<file path="src/sv/frc_pkg.sv">
`timescale 1ns / 1ps
// Shared types, constants and lookup tables for the frame rate code search.
package frc_pkg;

    localparam int NUM_BASE  = 8;
    localparam int NUM_RATIO = 86;
    localparam int PW        = 50;
    localparam int HW        = PW / 2;
    localparam int XW        = 2 * PW;
    localparam int MUL_STEPS = 8;

    localparam logic [3:0] FAIL_CODE = 4'd5;

    typedef struct packed {
        logic [31:0] rate_num;
        logic [31:0] rate_den;
    } t_in;

    typedef struct packed {
        logic       supported;
        logic [3:0] rate_code;
        logic [1:0] ext_n;
        logic [4:0] ext_d;
    } t_out;

    typedef enum logic [3:0] {
        ST_IDLE,
        ST_PREP,
        ST_EXACT,
        ST_SEARCH,
        ST_MUL,
        ST_UPD,
        ST_FINAL,
        ST_DONE
    } t_state;

    typedef struct packed {
        logic       load_in;
        logic       prep;
        logic       shift;
        logic       mul;
        logic       upd;
        logic       set_exact;
        logic       set_fail;
        logic       set_final;
        logic       load_out;
        logic       sel;
        logic [2:0] j;
        logic [6:0] i;
        logic [2:0] k;
    } t_cmd;

    typedef struct packed {
        logic exact_match;
        logic reject_early;
        logic hit;
    } t_status;

    // Base rates counted per 1001 seconds.
    function automatic logic [15:0] base1001(input logic [2:0] j);
        logic [15:0] r;
        case (j)
            3'd0: r = 16'd24000;
            3'd1: r = 16'd24024;
            3'd2: r = 16'd25025;
            3'd3: r = 16'd30000;
            3'd4: r = 16'd30030;
            3'd5: r = 16'd50050;
            3'd6: r = 16'd60000;
            default: r = 16'd60060;
        endcase
        return r;
    endfunction

    // Ascending extension ratios, returned as {numerator, denominator}.
    function automatic logic [8:0] ratio_ab(input logic [6:0] i);
        logic [8:0] r;
        case (i)
            7'd0:  r = {3'd1, 6'd32}; 7'd1:  r = {3'd1, 6'd31}; 7'd2:  r = {3'd1, 6'd30};
            7'd3:  r = {3'd1, 6'd29}; 7'd4:  r = {3'd1, 6'd28}; 7'd5:  r = {3'd1, 6'd27};
            7'd6:  r = {3'd1, 6'd26}; 7'd7:  r = {3'd1, 6'd25}; 7'd8:  r = {3'd1, 6'd24};
            7'd9:  r = {3'd1, 6'd23}; 7'd10: r = {3'd1, 6'd22}; 7'd11: r = {3'd1, 6'd21};
            7'd12: r = {3'd1, 6'd20}; 7'd13: r = {3'd1, 6'd19}; 7'd14: r = {3'd1, 6'd18};
            7'd15: r = {3'd1, 6'd17}; 7'd16: r = {3'd1, 6'd16}; 7'd17: r = {3'd2, 6'd31};
            7'd18: r = {3'd1, 6'd15}; 7'd19: r = {3'd2, 6'd29}; 7'd20: r = {3'd1, 6'd14};
            7'd21: r = {3'd2, 6'd27}; 7'd22: r = {3'd1, 6'd13}; 7'd23: r = {3'd2, 6'd25};
            7'd24: r = {3'd1, 6'd12}; 7'd25: r = {3'd2, 6'd23}; 7'd26: r = {3'd1, 6'd11};
            7'd27: r = {3'd3, 6'd32}; 7'd28: r = {3'd2, 6'd21}; 7'd29: r = {3'd3, 6'd31};
            7'd30: r = {3'd1, 6'd10}; 7'd31: r = {3'd3, 6'd29}; 7'd32: r = {3'd2, 6'd19};
            7'd33: r = {3'd3, 6'd28}; 7'd34: r = {3'd1, 6'd9};  7'd35: r = {3'd3, 6'd26};
            7'd36: r = {3'd2, 6'd17}; 7'd37: r = {3'd3, 6'd25}; 7'd38: r = {3'd1, 6'd8};
            7'd39: r = {3'd4, 6'd31}; 7'd40: r = {3'd3, 6'd23}; 7'd41: r = {3'd2, 6'd15};
            7'd42: r = {3'd3, 6'd22}; 7'd43: r = {3'd4, 6'd29}; 7'd44: r = {3'd1, 6'd7};
            7'd45: r = {3'd4, 6'd27}; 7'd46: r = {3'd3, 6'd20}; 7'd47: r = {3'd2, 6'd13};
            7'd48: r = {3'd3, 6'd19}; 7'd49: r = {3'd4, 6'd25}; 7'd50: r = {3'd1, 6'd6};
            7'd51: r = {3'd4, 6'd23}; 7'd52: r = {3'd3, 6'd17}; 7'd53: r = {3'd2, 6'd11};
            7'd54: r = {3'd3, 6'd16}; 7'd55: r = {3'd4, 6'd21}; 7'd56: r = {3'd1, 6'd5};
            7'd57: r = {3'd4, 6'd19}; 7'd58: r = {3'd3, 6'd14}; 7'd59: r = {3'd2, 6'd9};
            7'd60: r = {3'd3, 6'd13}; 7'd61: r = {3'd4, 6'd17}; 7'd62: r = {3'd1, 6'd4};
            7'd63: r = {3'd4, 6'd15}; 7'd64: r = {3'd3, 6'd11}; 7'd65: r = {3'd2, 6'd7};
            7'd66: r = {3'd3, 6'd10}; 7'd67: r = {3'd4, 6'd13}; 7'd68: r = {3'd1, 6'd3};
            7'd69: r = {3'd4, 6'd11}; 7'd70: r = {3'd3, 6'd8};  7'd71: r = {3'd2, 6'd5};
            7'd72: r = {3'd3, 6'd7};  7'd73: r = {3'd4, 6'd9};  7'd74: r = {3'd1, 6'd2};
            7'd75: r = {3'd4, 6'd7};  7'd76: r = {3'd3, 6'd5};  7'd77: r = {3'd2, 6'd3};
            7'd78: r = {3'd3, 6'd4};  7'd79: r = {3'd4, 6'd5};  7'd80: r = {3'd1, 6'd1};
            7'd81: r = {3'd4, 6'd3};  7'd82: r = {3'd3, 6'd2};  7'd83: r = {3'd2, 6'd1};
            7'd84: r = {3'd3, 6'd1};  7'd85: r = {3'd4, 6'd1};
            default: r = {3'd1, 6'd1};
        endcase
        return r;
    endfunction

endpackage

</file>
<file path="src/sv/frc_ctrl.sv">
`timescale 1ns / 1ps
// Controller: sequences exact match, ratio search, score compares and the output beat.
module frc_ctrl import frc_pkg::*; (
    input  logic    i_clk,
    input  logic    i_rst_n,
    input  logic    i_valid,
    output logic    o_stall,
    output logic    o_valid,
    input  logic    i_stall,
    input  t_status i_status,
    output t_cmd    o_cmd
);

    t_state     r_state, n_state;
    logic [2:0] r_j, n_j;
    logic [6:0] r_i, n_i;
    logic [2:0] r_k, n_k;
    logic       r_sel, n_sel;
    logic       r_out_valid, n_out_valid;
    logic       w_out_free;

    assign w_out_free = !r_out_valid || !i_stall;
    assign o_valid    = r_out_valid;

    always_comb begin
        n_state     = r_state;
        n_j         = r_j;
        n_i         = r_i;
        n_k         = r_k;
        n_sel       = r_sel;
        n_out_valid = r_out_valid && i_stall;
        case (r_state)
            ST_IDLE: begin
                if (i_valid) begin
                    n_state = ST_PREP;
                end
            end
            ST_PREP: begin
                n_j     = '0;
                n_state = ST_EXACT;
            end
            ST_EXACT: begin
                if (i_status.exact_match) begin
                    n_state = ST_DONE;
                end else if (r_j == 3'(NUM_BASE - 1)) begin
                    n_j     = '0;
                    n_i     = '0;
                    n_state = i_status.reject_early ? ST_DONE : ST_SEARCH;
                end else begin
                    n_j = r_j + 3'd1;
                end
            end
            ST_SEARCH: begin
                if (i_status.hit) begin
                    n_k     = '0;
                    n_sel   = (r_i == '0);
                    n_state = ST_MUL;
                end else begin
                    n_i = r_i + 7'd1;
                end
            end
            ST_MUL: begin
                n_k = r_k + 3'd1;
                if (r_k == 3'(MUL_STEPS - 1)) begin
                    n_state = ST_UPD;
                end
            end
            ST_UPD: begin
                if (!r_sel && (r_i != 7'(NUM_RATIO))) begin
                    n_sel   = 1'b1;
                    n_k     = '0;
                    n_state = ST_MUL;
                end else if (r_j == 3'(NUM_BASE - 1)) begin
                    n_state = ST_FINAL;
                end else begin
                    n_j     = r_j + 3'd1;
                    n_i     = '0;
                    n_state = ST_SEARCH;
                end
            end
            ST_FINAL: begin
                n_state = ST_DONE;
            end
            ST_DONE: begin
                if (w_out_free) begin
                    n_out_valid = 1'b1;
                    n_state     = ST_IDLE;
                end
            end
            default: begin
                n_state = ST_IDLE;
            end
        endcase
    end

    always_comb begin
        o_cmd     = '0;
        o_cmd.j   = r_j;
        o_cmd.i   = r_i;
        o_cmd.k   = r_k;
        o_cmd.sel = r_sel;
        o_stall   = 1'b1;
        case (r_state)
            ST_IDLE: begin
                o_stall       = 1'b0;
                o_cmd.load_in = i_valid;
            end
            ST_PREP: begin
                o_cmd.prep = 1'b1;
            end
            ST_EXACT: begin
                o_cmd.set_exact = i_status.exact_match;
                o_cmd.set_fail  = !i_status.exact_match && (r_j == 3'(NUM_BASE - 1))
                                  && i_status.reject_early;
            end
            ST_SEARCH: begin
                o_cmd.shift = 1'b1;
            end
            ST_MUL: begin
                o_cmd.mul = 1'b1;
            end
            ST_UPD: begin
                o_cmd.upd = 1'b1;
            end
            ST_FINAL: begin
                o_cmd.set_final = 1'b1;
            end
            ST_DONE: begin
                o_cmd.load_out = w_out_free;
            end
            default: begin
                o_stall = 1'b1;
            end
        endcase
    end

    always_ff @(posedge i_clk) begin
        if (!i_rst_n) begin
            r_state     <= ST_IDLE;
            r_j         <= '0;
            r_i         <= '0;
            r_k         <= '0;
            r_sel       <= 1'b0;
            r_out_valid <= 1'b0;
        end else begin
            r_state     <= n_state;
            r_j         <= n_j;
            r_i         <= n_i;
            r_k         <= n_k;
            r_sel       <= n_sel;
            r_out_valid <= n_out_valid;
        end
    end

    a_load_out_free: assert property (@(posedge i_clk) disable iff (!i_rst_n)
        o_cmd.load_out |-> (!r_out_valid || !i_stall))
        else $error("Result loaded over a beat that is still waiting.");

    a_mul_to_upd: assert property (@(posedge i_clk) disable iff (!i_rst_n)
        (r_state == ST_MUL && r_k == 3'(MUL_STEPS - 1)) |=> (r_state == ST_UPD))
        else $error("Score compare did not follow the last partial product.");

    a_lower_needs_i: assert property (@(posedge i_clk) disable iff (!i_rst_n)
        (r_state == ST_UPD && !r_sel) |-> (r_i != '0))
        else $error("Lower neighbor scored at the first ratio.");

    a_accept_prep: assert property (@(posedge i_clk) disable iff (!i_rst_n)
        (r_state == ST_IDLE && i_valid) |=> (r_state == ST_PREP && o_stall))
        else $error("Accepted beat did not start preparation.");

endmodule

</file>
<file path="config.mk">
export PLATFORM = sky130hd
export DESIGN_NAME = frc_ctrl
export DESIGN_NICKNAME = d
export VERILOG_FILES = /design/src/sv/frc_pkg.sv /design/src/sv/frc_ctrl.sv
export SDC_FILE = /design/constraint.sdc
export NUM_CORES = 1
export LEC_CHECK = 0
export BUFFER_PORTS_ARGS = -buffer_cell sky130_fd_sc_hd__buf_2
export CORE_MARGIN = 3
export CORE_UTILIZATION = 56
export DETAILED_ROUTE_END_ITERATION = 10
export PLACE_DENSITY_LB_ADDON = 0.12
export SLEW_MARGIN = 15
export SYNTH_ARGS = -nofsm -noshare
export SYNTH_HDL_FRONTEND = slang
export SYNTH_SLANG_ARGS = --single-unit
</file>
<file path="constraint.sdc">
create_clock -name i_clk -period 4.8 [get_ports i_clk]
set_input_delay 0.24 -clock i_clk [delete_from_list [all_inputs] [get_ports i_clk]]
set_output_delay 0.24 -clock i_clk [all_outputs]
set_load 0.01 [all_outputs]
</file>
After elaboration in Yosys (flattened, before gate mapping)
Cells that the tools add are included.
Widths: inputs -> output; s select.
{"block": "totals", "reg_bits": 19, "out_inout_bits": 25, "wordCells": 88}
{"block": "op_classes", "add_sub_neg": 3, "mux": 38, "reduce_logical": 20, "n_eq_ne": 21}
{"op": "$mux 7", "n": 5}
{"op": "$pmux 4 s8", "n": 1}
{"op": "$mux 3", "n": 9}
{"op": "$mux 4", "n": 6}
{"op": "$pmux 7 s3", "n": 1}
{"op": "$ne 2x2->1 const B", "n": 10}
{"op": "$pmux 3 s3", "n": 2}
{"op": "$eq 4x3->1 const B", "n": 4}
{"op": "$mux 1", "n": 12}
{"op": "$reduce_bool 3->1", "n": 3}
{"op": "$eq 4x2->1 const B", "n": 2}
{"op": "$add 7x1->7 const B", "n": 1}
{"op": "$logic_not 7->1", "n": 1}
{"op": "$ne 7x7->1 const B", "n": 1}
{"op": "$add 3x1->3 const B", "n": 2}
{"op": "$eq 3x3->1 const B", "n": 2}
{"op": "$reduce_and 3->1", "n": 2}
{"op": "$reduce_and 6->1", "n": 1}
{"op": "$reduce_and 5->1", "n": 1}
{"op": "$eq 4x1->1 const B", "n": 1}
{"op": "$logic_and 1x1->1", "n": 4}
{"op": "$logic_not 1->1", "n": 4}
{"op": "$logic_not 4->1", "n": 1}
{"op": "$reduce_and 4->1", "n": 1}
{"op": "5 further kinds", "n": 5}

Depth between registers and ports, before layout
Gate-level depths: netlist of run 1.
{"block": "logic_depth", "word_depth": 4, "ltp_mapped": 7}

Worst setup path after synthesis of run 1
OpenSTA, ideal clock, no wires.
{"block": "synth_timing", "kind": "register to register", "from": "reg r_j[0]", "to": "reg r_i[1]", "slack_ns": 3.016, "n_path_buf": 0, "path_stages_with_launch": 7, "arrival_ns": 1.712, "setup_time_ns": 0.072, "path_cell_list": "dfxtp_1 > ha_1 > ha_1 > or3b_1 > a211o_1 > o21ai_2 > mux2i_1"}
{"block": "synth_via", "elab_chain_len": 3}
{"element": "start, declared", "line": "frc_ctrl.sv:15", "source": "logic [2:0] r_j, n_j;"}
{"element": "start signal, assigned", "line": "frc_ctrl.sv:147", "source": "r_j <= n_j;"}
{"element": "$eq 3x3->1 *", "line": "frc_ctrl.sv:45, frc_ctrl.sv:73"}
{"element": "$ne 2x2->1 (no line)"}
{"element": "$reduce_and 6->1 (no line) *"}
{"element": "end signal, assigned", "line": "frc_ctrl.sv:148", "source": "r_i <= n_i;"}
{"element": "end, declared", "line": "frc_ctrl.sv:16", "source": "logic [6:0] r_i, n_i;"}
Every way passes the cells marked *; elsewhere a longest branch is shown, timed or not.
A chain may end at the register's enable or synchronous reset.

==> results of run 1 <==
==> through the flow <==
step	util [%]	hold slack (ps)	cells	setup WS [ps]	area (um2)
6_report	69.4	202	205	2740	1400
5_1_grt	69.4	198	205	2630	1400
4_1_cts	69.4	200	205	2760	1400
3_5_place_dp	67.6	485	201	2900	1370
3_3_place_gp	67.6	462	201	3020	1370
2_1_floorplan	-	376	153	3020	1230
==> cell families (layout without fill, tap and decap cells) <==
family	after synthesis	after routing
simple gates	61	61
compound gates	43	43
buf+inv	19	44
flops	18	18
fa+ha+maj	7	7
mux	5	5
==> power by group through the flow <==
| stage | logic (mW) | clock network, mW | registers, mW |
|---|---|---|---|
| after floorplan | 0.174 | 0 | 0.181 |
| after global placement | 0.175 | 0 | 0.218 |
| after detailed placement | 0.182 | 0 | 0.220 |
| after CTS | 0.183 | 0.0963 | 0.216 |
| after global routing | 0.202 | 0.103 | 0.222 |
| final | 0.183 | 0.0954 | 0.217 |
==> registers in the layout, summed over array words and instances (netlist names) <==
signal   flops
o_valid      1
r_i          7
r_j          3
r_k          3
r_sel        1
r_state      3
==> worst max-delay path, cell delays in order, from the launching register on <==
cell,delay [ps]
dfxtp_1,720
inv_2,150
nor3_1,260
and4b_1,250
buf_2,130
==> routing by layer <==
metal,routed length (um),vias up
met4,41,0
met3,170,4
li1,-,627
met5,0,-
met1,1370,573
met2,1430,43
==> final timing paths <==
kind	endpoint	start
max reg2reg	r_j[0]	r_j[0]
min reg2reg	r_j[1]	r_j[1]
min	o_valid	i_stall
max	o_cmd[16]	r_state[1]
==> cells in the final DEF, fill, tap and decap left out, drive strengths merged, types with 2 or more instances in the layout <==
cell	Yosys	routed
buf	7	31
dfxtp	18	18
nand2	15	15
a21oi	11	11
nor3	9	9
nand3	9	9
inv	8	8
ha	7	7
o21ai	7	7
nor2	6	6
a311oi	5	5
mux2i	5	5
o211ai	4	4
and3	4	4
clkbuf	3	4
nand2b	3	3
a31oi	3	3
or3	2	2
a211o	2	2
nor2b	2	2
a32o	2	2
==> area by class of cell <==
cell class,count,area share [%]
repair buffers,31,11.1
flip-flops and latches,18,25.7
inverters,9,2.41
multi-input cells,116,55.8
well taps,27,2.41
clock buffers,4,2.59
==> results.txt, run 1 <==
The data required time at the worst endpoint is 4560 ps. The global-route wire length before repair is 5000 um. The leakage power of the design is 0.621 nW.

The synthesized netlist devotes 24.6% of its cell area to compound gates. The post-layout minimum cycle time is 2060 ps. The run finished with clean final reports. The total clock sinks came out at 18.

The library cell with the highest instance count after synthesis is dfxtp_1. The maximum buffer depth of the clock tree came out at 2. The first-iteration detailed-routing DRC count came out at 52. The core footprint is 2020 um2. In the synthesized netlist the dominant register cell turns out to be dfxtp_1. At the end of routability-driven placement, the weighted congestion stood at 0.818. The number of nets in the synthesized netlist is 167. At the pin with the least slew margin, the transition time is 724 ps. For the final database, setup skew stands at 2.32 ps. After Yosys synthesis, full adders, half adders and majority gates account for 7.12% of the synthesized area.

The initial antenna violation count is 0. Once the clock tree was built, the resizer swapped 0 gates to a different size. The clock latency of the later-clocked register in the worst-skew pair came out at 300 ps. The layout has 181 filler cells. TritonCTS built the clock tree. The clock buffer count from CTS came out at 3.

By count the netlist is led by dfxtp_1 (18), nand2_1 (15), a21oi_1 (10), nor3_1 (9), nand3_1 (8). After floorplanning, the core was divided into 16 placement rows. The sequential cell area came out at 360 um2.

Synthesis produced 153 cells. The max capacitance violation total came out at 0. The average routed wire per standard cell is 14.7 um.

The vias after detailed routing came out at 1247. The number of buffers inserted by post-CTS setup repair came out at 0. The HPWL after detailed placement is 2210 um.

The part of the total power dissipated in the clock network is 19.2%. The total net switching power came out at 204 uW. The global-route layer with the greatest usage is met2. The post-synthesis simple-gate area fraction is 27.9%. Summing every instance area after synthesis gives 1230 um2. Power spread over the standard cell area amounts to 354 nW/um2. After synthesis, the largest area contributor takes up 29.3% of total cell area. Sequential cells burn 43.8% of the power. The synthesized design contains 18 register bits. After the last flow step, the layout net total stands at 193. The number of I/O pins is 32. The count of input and output buffers is 31. The cell taking the most area after synthesis is dfxtp_1. The clock transition at the registers of the reported paths is 110 ps.

Of the total synthesized cell area, the portion taken by XOR and XNOR cells is 0%. The number of different library cells in the post-synthesis netlist is 50. The top achievable clock speed is 486 MHz. The count of flip-flops with a built-in enable after synthesis came out at 0. The sum of negative setup slack came out at 0 ps. The count of cells along the worst hold path came out at 3. The logic gate share of total power came out at 37.0%. Setup repair after global routing left no endpoint under its margin. Counting cells, the worst reg-to-reg path comes to 6. By area, the combinational part of the netlist is dominated by simple AND/OR/NAND/NOR gates.

The maximum number of pins on one net before global-route repair came out at 25. Yosys printed 0 warnings. The total of hold buffers inserted after clock tree synthesis came out at 0. The critical path in this run is classified as reg -> out. The number of iterations in the first detailed-routing pass came out at 4. The y dimension of the die is 52.9 um.

The diode insertion count for antenna repair is 0. The power after layout is 496 uW. STA classifies the critical path endpoint as an output pin. For met3 alone, demand over resource in global routing was 2.82%. The final wirelength came out at 3020 um. The post-synthesis average cell area came out at 8.04 um2.

The tree is rooted in a clkbuf_4. The layout overhead on the synthesized area is 14.0%. The number of pins with negative max-slew slack in the final report was 0. The async set or reset register ratio after synthesis came out at 0%. For met2 alone, demand over resource in global routing was 39.3%. The vias per cell is 6.08. By area the synthesized netlist is led by dfxtp_1 (29%), ha_1 (7.1%), nand2_1 (4.6%). The highest net fanout along the worst path came out at 21. The kind of path behind the tightest hold check is in -> reg.

The worst-case headroom to the max-slew limit came out at 51.6%. The die footprint came out at 2790 um2. The post-synthesis sequential area ratio is 29.3%.

The net switching share of the total power came out at 41.2%. The global routing usage on met1 came out at 31.8%. Setup violations remaining at the end of the flow were counted as 0. The die is 52.9 um wide. Of the cells placed in the final design, the portion with a size suffix greater than 1 is 24.2%.

After global routing the overflow that remains totals 0. In the global route stage, overall resource usage came out at 24.2%. In the finished design, the share of the clock period the worst path needs comes to 42.8%. The footprint of the multi-input gates came out at 783 um2. In this run the number of H-tree levels came out at 1.

The detail route stage leaves a number of antenna-violating nets equal to 0. The mux share of post-synthesis cell area came out at 4.07%. The data arrival time at the worst-slack endpoint came out at 1820 ps.

STA classifies the critical path startpoint as a flop. The hold violation count in the final report came out at 0. The effective utilization at floorplan came out at 60.8%. The internal power of the cells is 292 uW. The number of remaining DRC errors is 0. The via count of the first global-routing pass came out at 1116. Across all register-to-register paths, the minimum setup slack is 2840 ps. The worst-case IR drop observed on VDD is 0.324 mV.
No activity file was read; power rests on OpenSTA's default activity.
==> inputs of run 2 (changes only) <==
--- a/config.mk
+++ b/config.mk
@@ -7,7 +7,7 @@
 export LEC_CHECK = 0
 export BUFFER_PORTS_ARGS = -buffer_cell sky130_fd_sc_hd__buf_2
 export CORE_MARGIN = 3
-export CORE_UTILIZATION = 56
+export CORE_UTILIZATION = 52
 export DETAILED_ROUTE_END_ITERATION = 10
 export PLACE_DENSITY_LB_ADDON = 0.12
 export SLEW_MARGIN = 15
==> constraint.sdc (replaced) <==
create_clock -name i_clk -period 2.1 [get_ports i_clk]
set_input_delay 0.105 -clock i_clk [delete_from_list [all_inputs] [get_ports i_clk]]
set_output_delay 0.105 -clock i_clk [all_outputs]
set_load 0.01 [all_outputs]
==> results.txt, run 2 (synthesis gave the netlist of run 1 again) <==
The number of I/O pins came out at 32 (unchanged). The post-layout net count is 194 (+0.52%). The data arrival time at the worst-slack endpoint is 2120 ps (+300 ps). The overall overflow remaining after global route was 0 (unchanged). The number of cell rows came out at 16 (unchanged). The average routed wire per standard cell came to 14.5 um (-1.5%). The number of setup violations in the final report was 0 (unchanged).

The sum of negative setup slack was 0 ps (unchanged). The total clock sinks came to 18 (unchanged). The worst-case headroom to the max-slew limit is 57.4% (+5.7 points).

The top cell types in the final layout, fill and taps aside, are buf_2 (31), dfxtp_1 (17), nand2_1 (15). The number of nets still failing antenna checks after routing is 0 (unchanged). The weighted congestion at the end of routability-driven global placement came out at 0.847 (+3.6%). TritonCTS built the clock tree. The cell sitting at the root of the clock tree is a clkbuf_4.

The run finished with clean final reports. The most numerous cell type found on the critical path is ha_1. The worst voltage drop across the vdd grid came out at 0.736 mV (+130%).

The leakage power of the design is 0.627 nW (+0.89%). The critical path goes through ha_1, ha_1, or3b_1, a211o_1, o21ai_2, mux2i_1. The global routing stage identified its most utilized layer as met2. r_i holds more flip-flops than any other register. The diode insertion count for antenna repair is 0 (unchanged). The slowest cell on the critical path is dfxtp_1. The top achievable clock speed is 531 MHz. The initial antenna violation count is 0 (unchanged). The worst setup path is captured at a flop. The routing usage on met2 is 36.0% (-3.2 points).

The via count of the first global-routing pass is 1101 (-1.3%). The layout overhead on the synthesized area came out at 14.8%. The clock latency of the later-clocked register in the worst-skew pair is 290 ps (about the same). The post-route standard cell area excluding fillers is 1410 um2 (+0.62%). The max capacitance violation total came out at 0 (unchanged).

The total global-route track usage came out at 23.4% (-0.83 points). The maximum number of pins on one net before global-route repair was 25 (unchanged). The count of cells along the worst hold path came out at 3 (unchanged).

The clock buffer count from CTS is 3 (unchanged). The hold violation count in the final report came out at 0 (unchanged). The vias per cell came to 6.08 (about the same).

The global-route wire length before repair is 5070 um (+1.4%). Setup repair after global routing left no endpoint under its margin. The maximum clock skew at final layout is 8.09 ps (+5.77 ps). The global routing usage on met1 is 32.9% (+1.2 points). The slew at the pin closest to its max-slew limit came to 638 ps (-86.1 ps).

The effective utilization at floorplan came out at 58.5% (-2.3 points). The total power divided by cell area is 807 nW/um2 (+130%). The die footprint came out at 2980 um2 (+6.8%). The critical path's largest stage delay is 390 ps (-330 ps). The library cell used most frequently in the layout, excluding fill and tap cells, is buf_2. The y dimension of the die came out at 54.6 um (+3.3%). The data required time at the worst endpoint was 2340 ps (-2220 ps). The number of remaining DRC errors is 0 (unchanged). The total of hold buffers inserted after clock tree synthesis is 0 (unchanged). The final clock period utilization by the worst path came out at 89.6%. The met3 track demand over resource came out at 3.27% (+0.45 points). The HPWL after detailed placement came out at 2150 um (-2.8%). The count of input and output buffers came to 31 (unchanged).

The worst reg-to-reg path cell count is 6 (unchanged). The count of filler cells inserted in the layout is 203 (+12%). The die boundary width came to 54.6 um (+3.3%).

The number of gates given a new drive strength after cts is 0 (unchanged). The number of pins with negative max-slew slack in the final report is 0 (unchanged). The maximum buffer depth of the clock tree is 2 (unchanged).

The core footprint is 2100 um2 (+4.0%). The highest net fanout along the worst path came out at 6 (-71%). The H-tree depth is 1 (unchanged).

The worst setup path is launched from a flop. The number of flip-flops in the largest register came to 7 (unchanged). The final wirelength was 2990 um (-0.99%). The worst setup path is of the reg -> reg kind. The number of buffers inserted by post-CTS setup repair was 0 (unchanged). The cell area after placement came out at 1370 um2 (+0.55%).

The kind of path behind the tightest hold check is in -> reg. The worst path in the final design needs a cycle of 1880 ps, including I/O delays and setup. The first-iteration detailed-routing DRC count came out at 19 (-63%). The number of iterations in the first detailed-routing pass came to 4 (unchanged). The clock transition at the registers of the reported paths is 110 ps (about the same). The vias after detailed routing came out at 1252 (+0.40%). The fraction of final layout cells with drive strength greater than 1 came out at 25.1% (+0.98 points).
==> run 2: cell types whose count changed in the layout (fill, tap and decap cells not counted) <==
cell | before | now
buf_4 | 0 | 1
dfxtp_1 | 18 | 17
dfxtp_2 | 0 | 1
==> run 2: area by class of cell <==
class / count / area (um2) / area share (%)
flip-flops and latches: 18 / 362 / 25.6
repair buffers: 32 / 163 / 11.5
well taps: 27 / 33.8 / 2.39
clock buffers: 4 / 36.3 / 2.57
inverters: 9 / 33.8 / 2.39
multi-input cells: 116 / 783 / 55.5
==> run 2: worst max-delay path, delay by kind of cell, from the launching register on <==
family                   cells  cell delay (ps)
multiplexers                 1              200
AND/OR/NAND/NOR              1              370
AO/OA/AOI/OAI                2              470
flip-flops                   1              390
adder cells (fa/ha/maj)      2              390
==> run 2: metal layers <==
metal / part of all wire (%) / vias to the layer above
met4: 0.44 / 0
li1: - / 628
met1: 45 / 565
met2: 47 / 57
met3: 7.7 / 2
met5: 0 / -
==> run 2: where the power goes <==
part | switching [mW] | leakage [nW] | internal (mW) | total (mW)
clock | 0.108 | 0.0210 | 0.106 | 0.214
combinational | 0.245 | 0.460 | 0.193 | 0.438
sequential | 0.110 | 0.146 | 0.377 | 0.487
total | 0.463 | 0.627 | 0.676 | 1.14
==> run 2: final timing paths <==
check / start / to / slack (ps)
setup reg to reg: r_j[0] / r_i[1] / 220
hold reg to reg: r_j[1] / r_j[1] / 490
hold / removal: i_stall / o_valid / 70
setup / recovery: r_j[0] / r_i[1] / 220
==> run 2: through the flow <==
step                setup WS, ps  hold slack [ps]  power (mW)  std cells  utilization, %
global placement             291              371       0.911        202            65.4
global route                38.6             74.9        1.23        206            67.1
floorplan                    316              241       0.813        153               -
detailed placement           243              382       0.922        202            65.4
CTS                          225             58.6        1.14        206            67.1
finish                       218             68.9        1.14        206            67.1
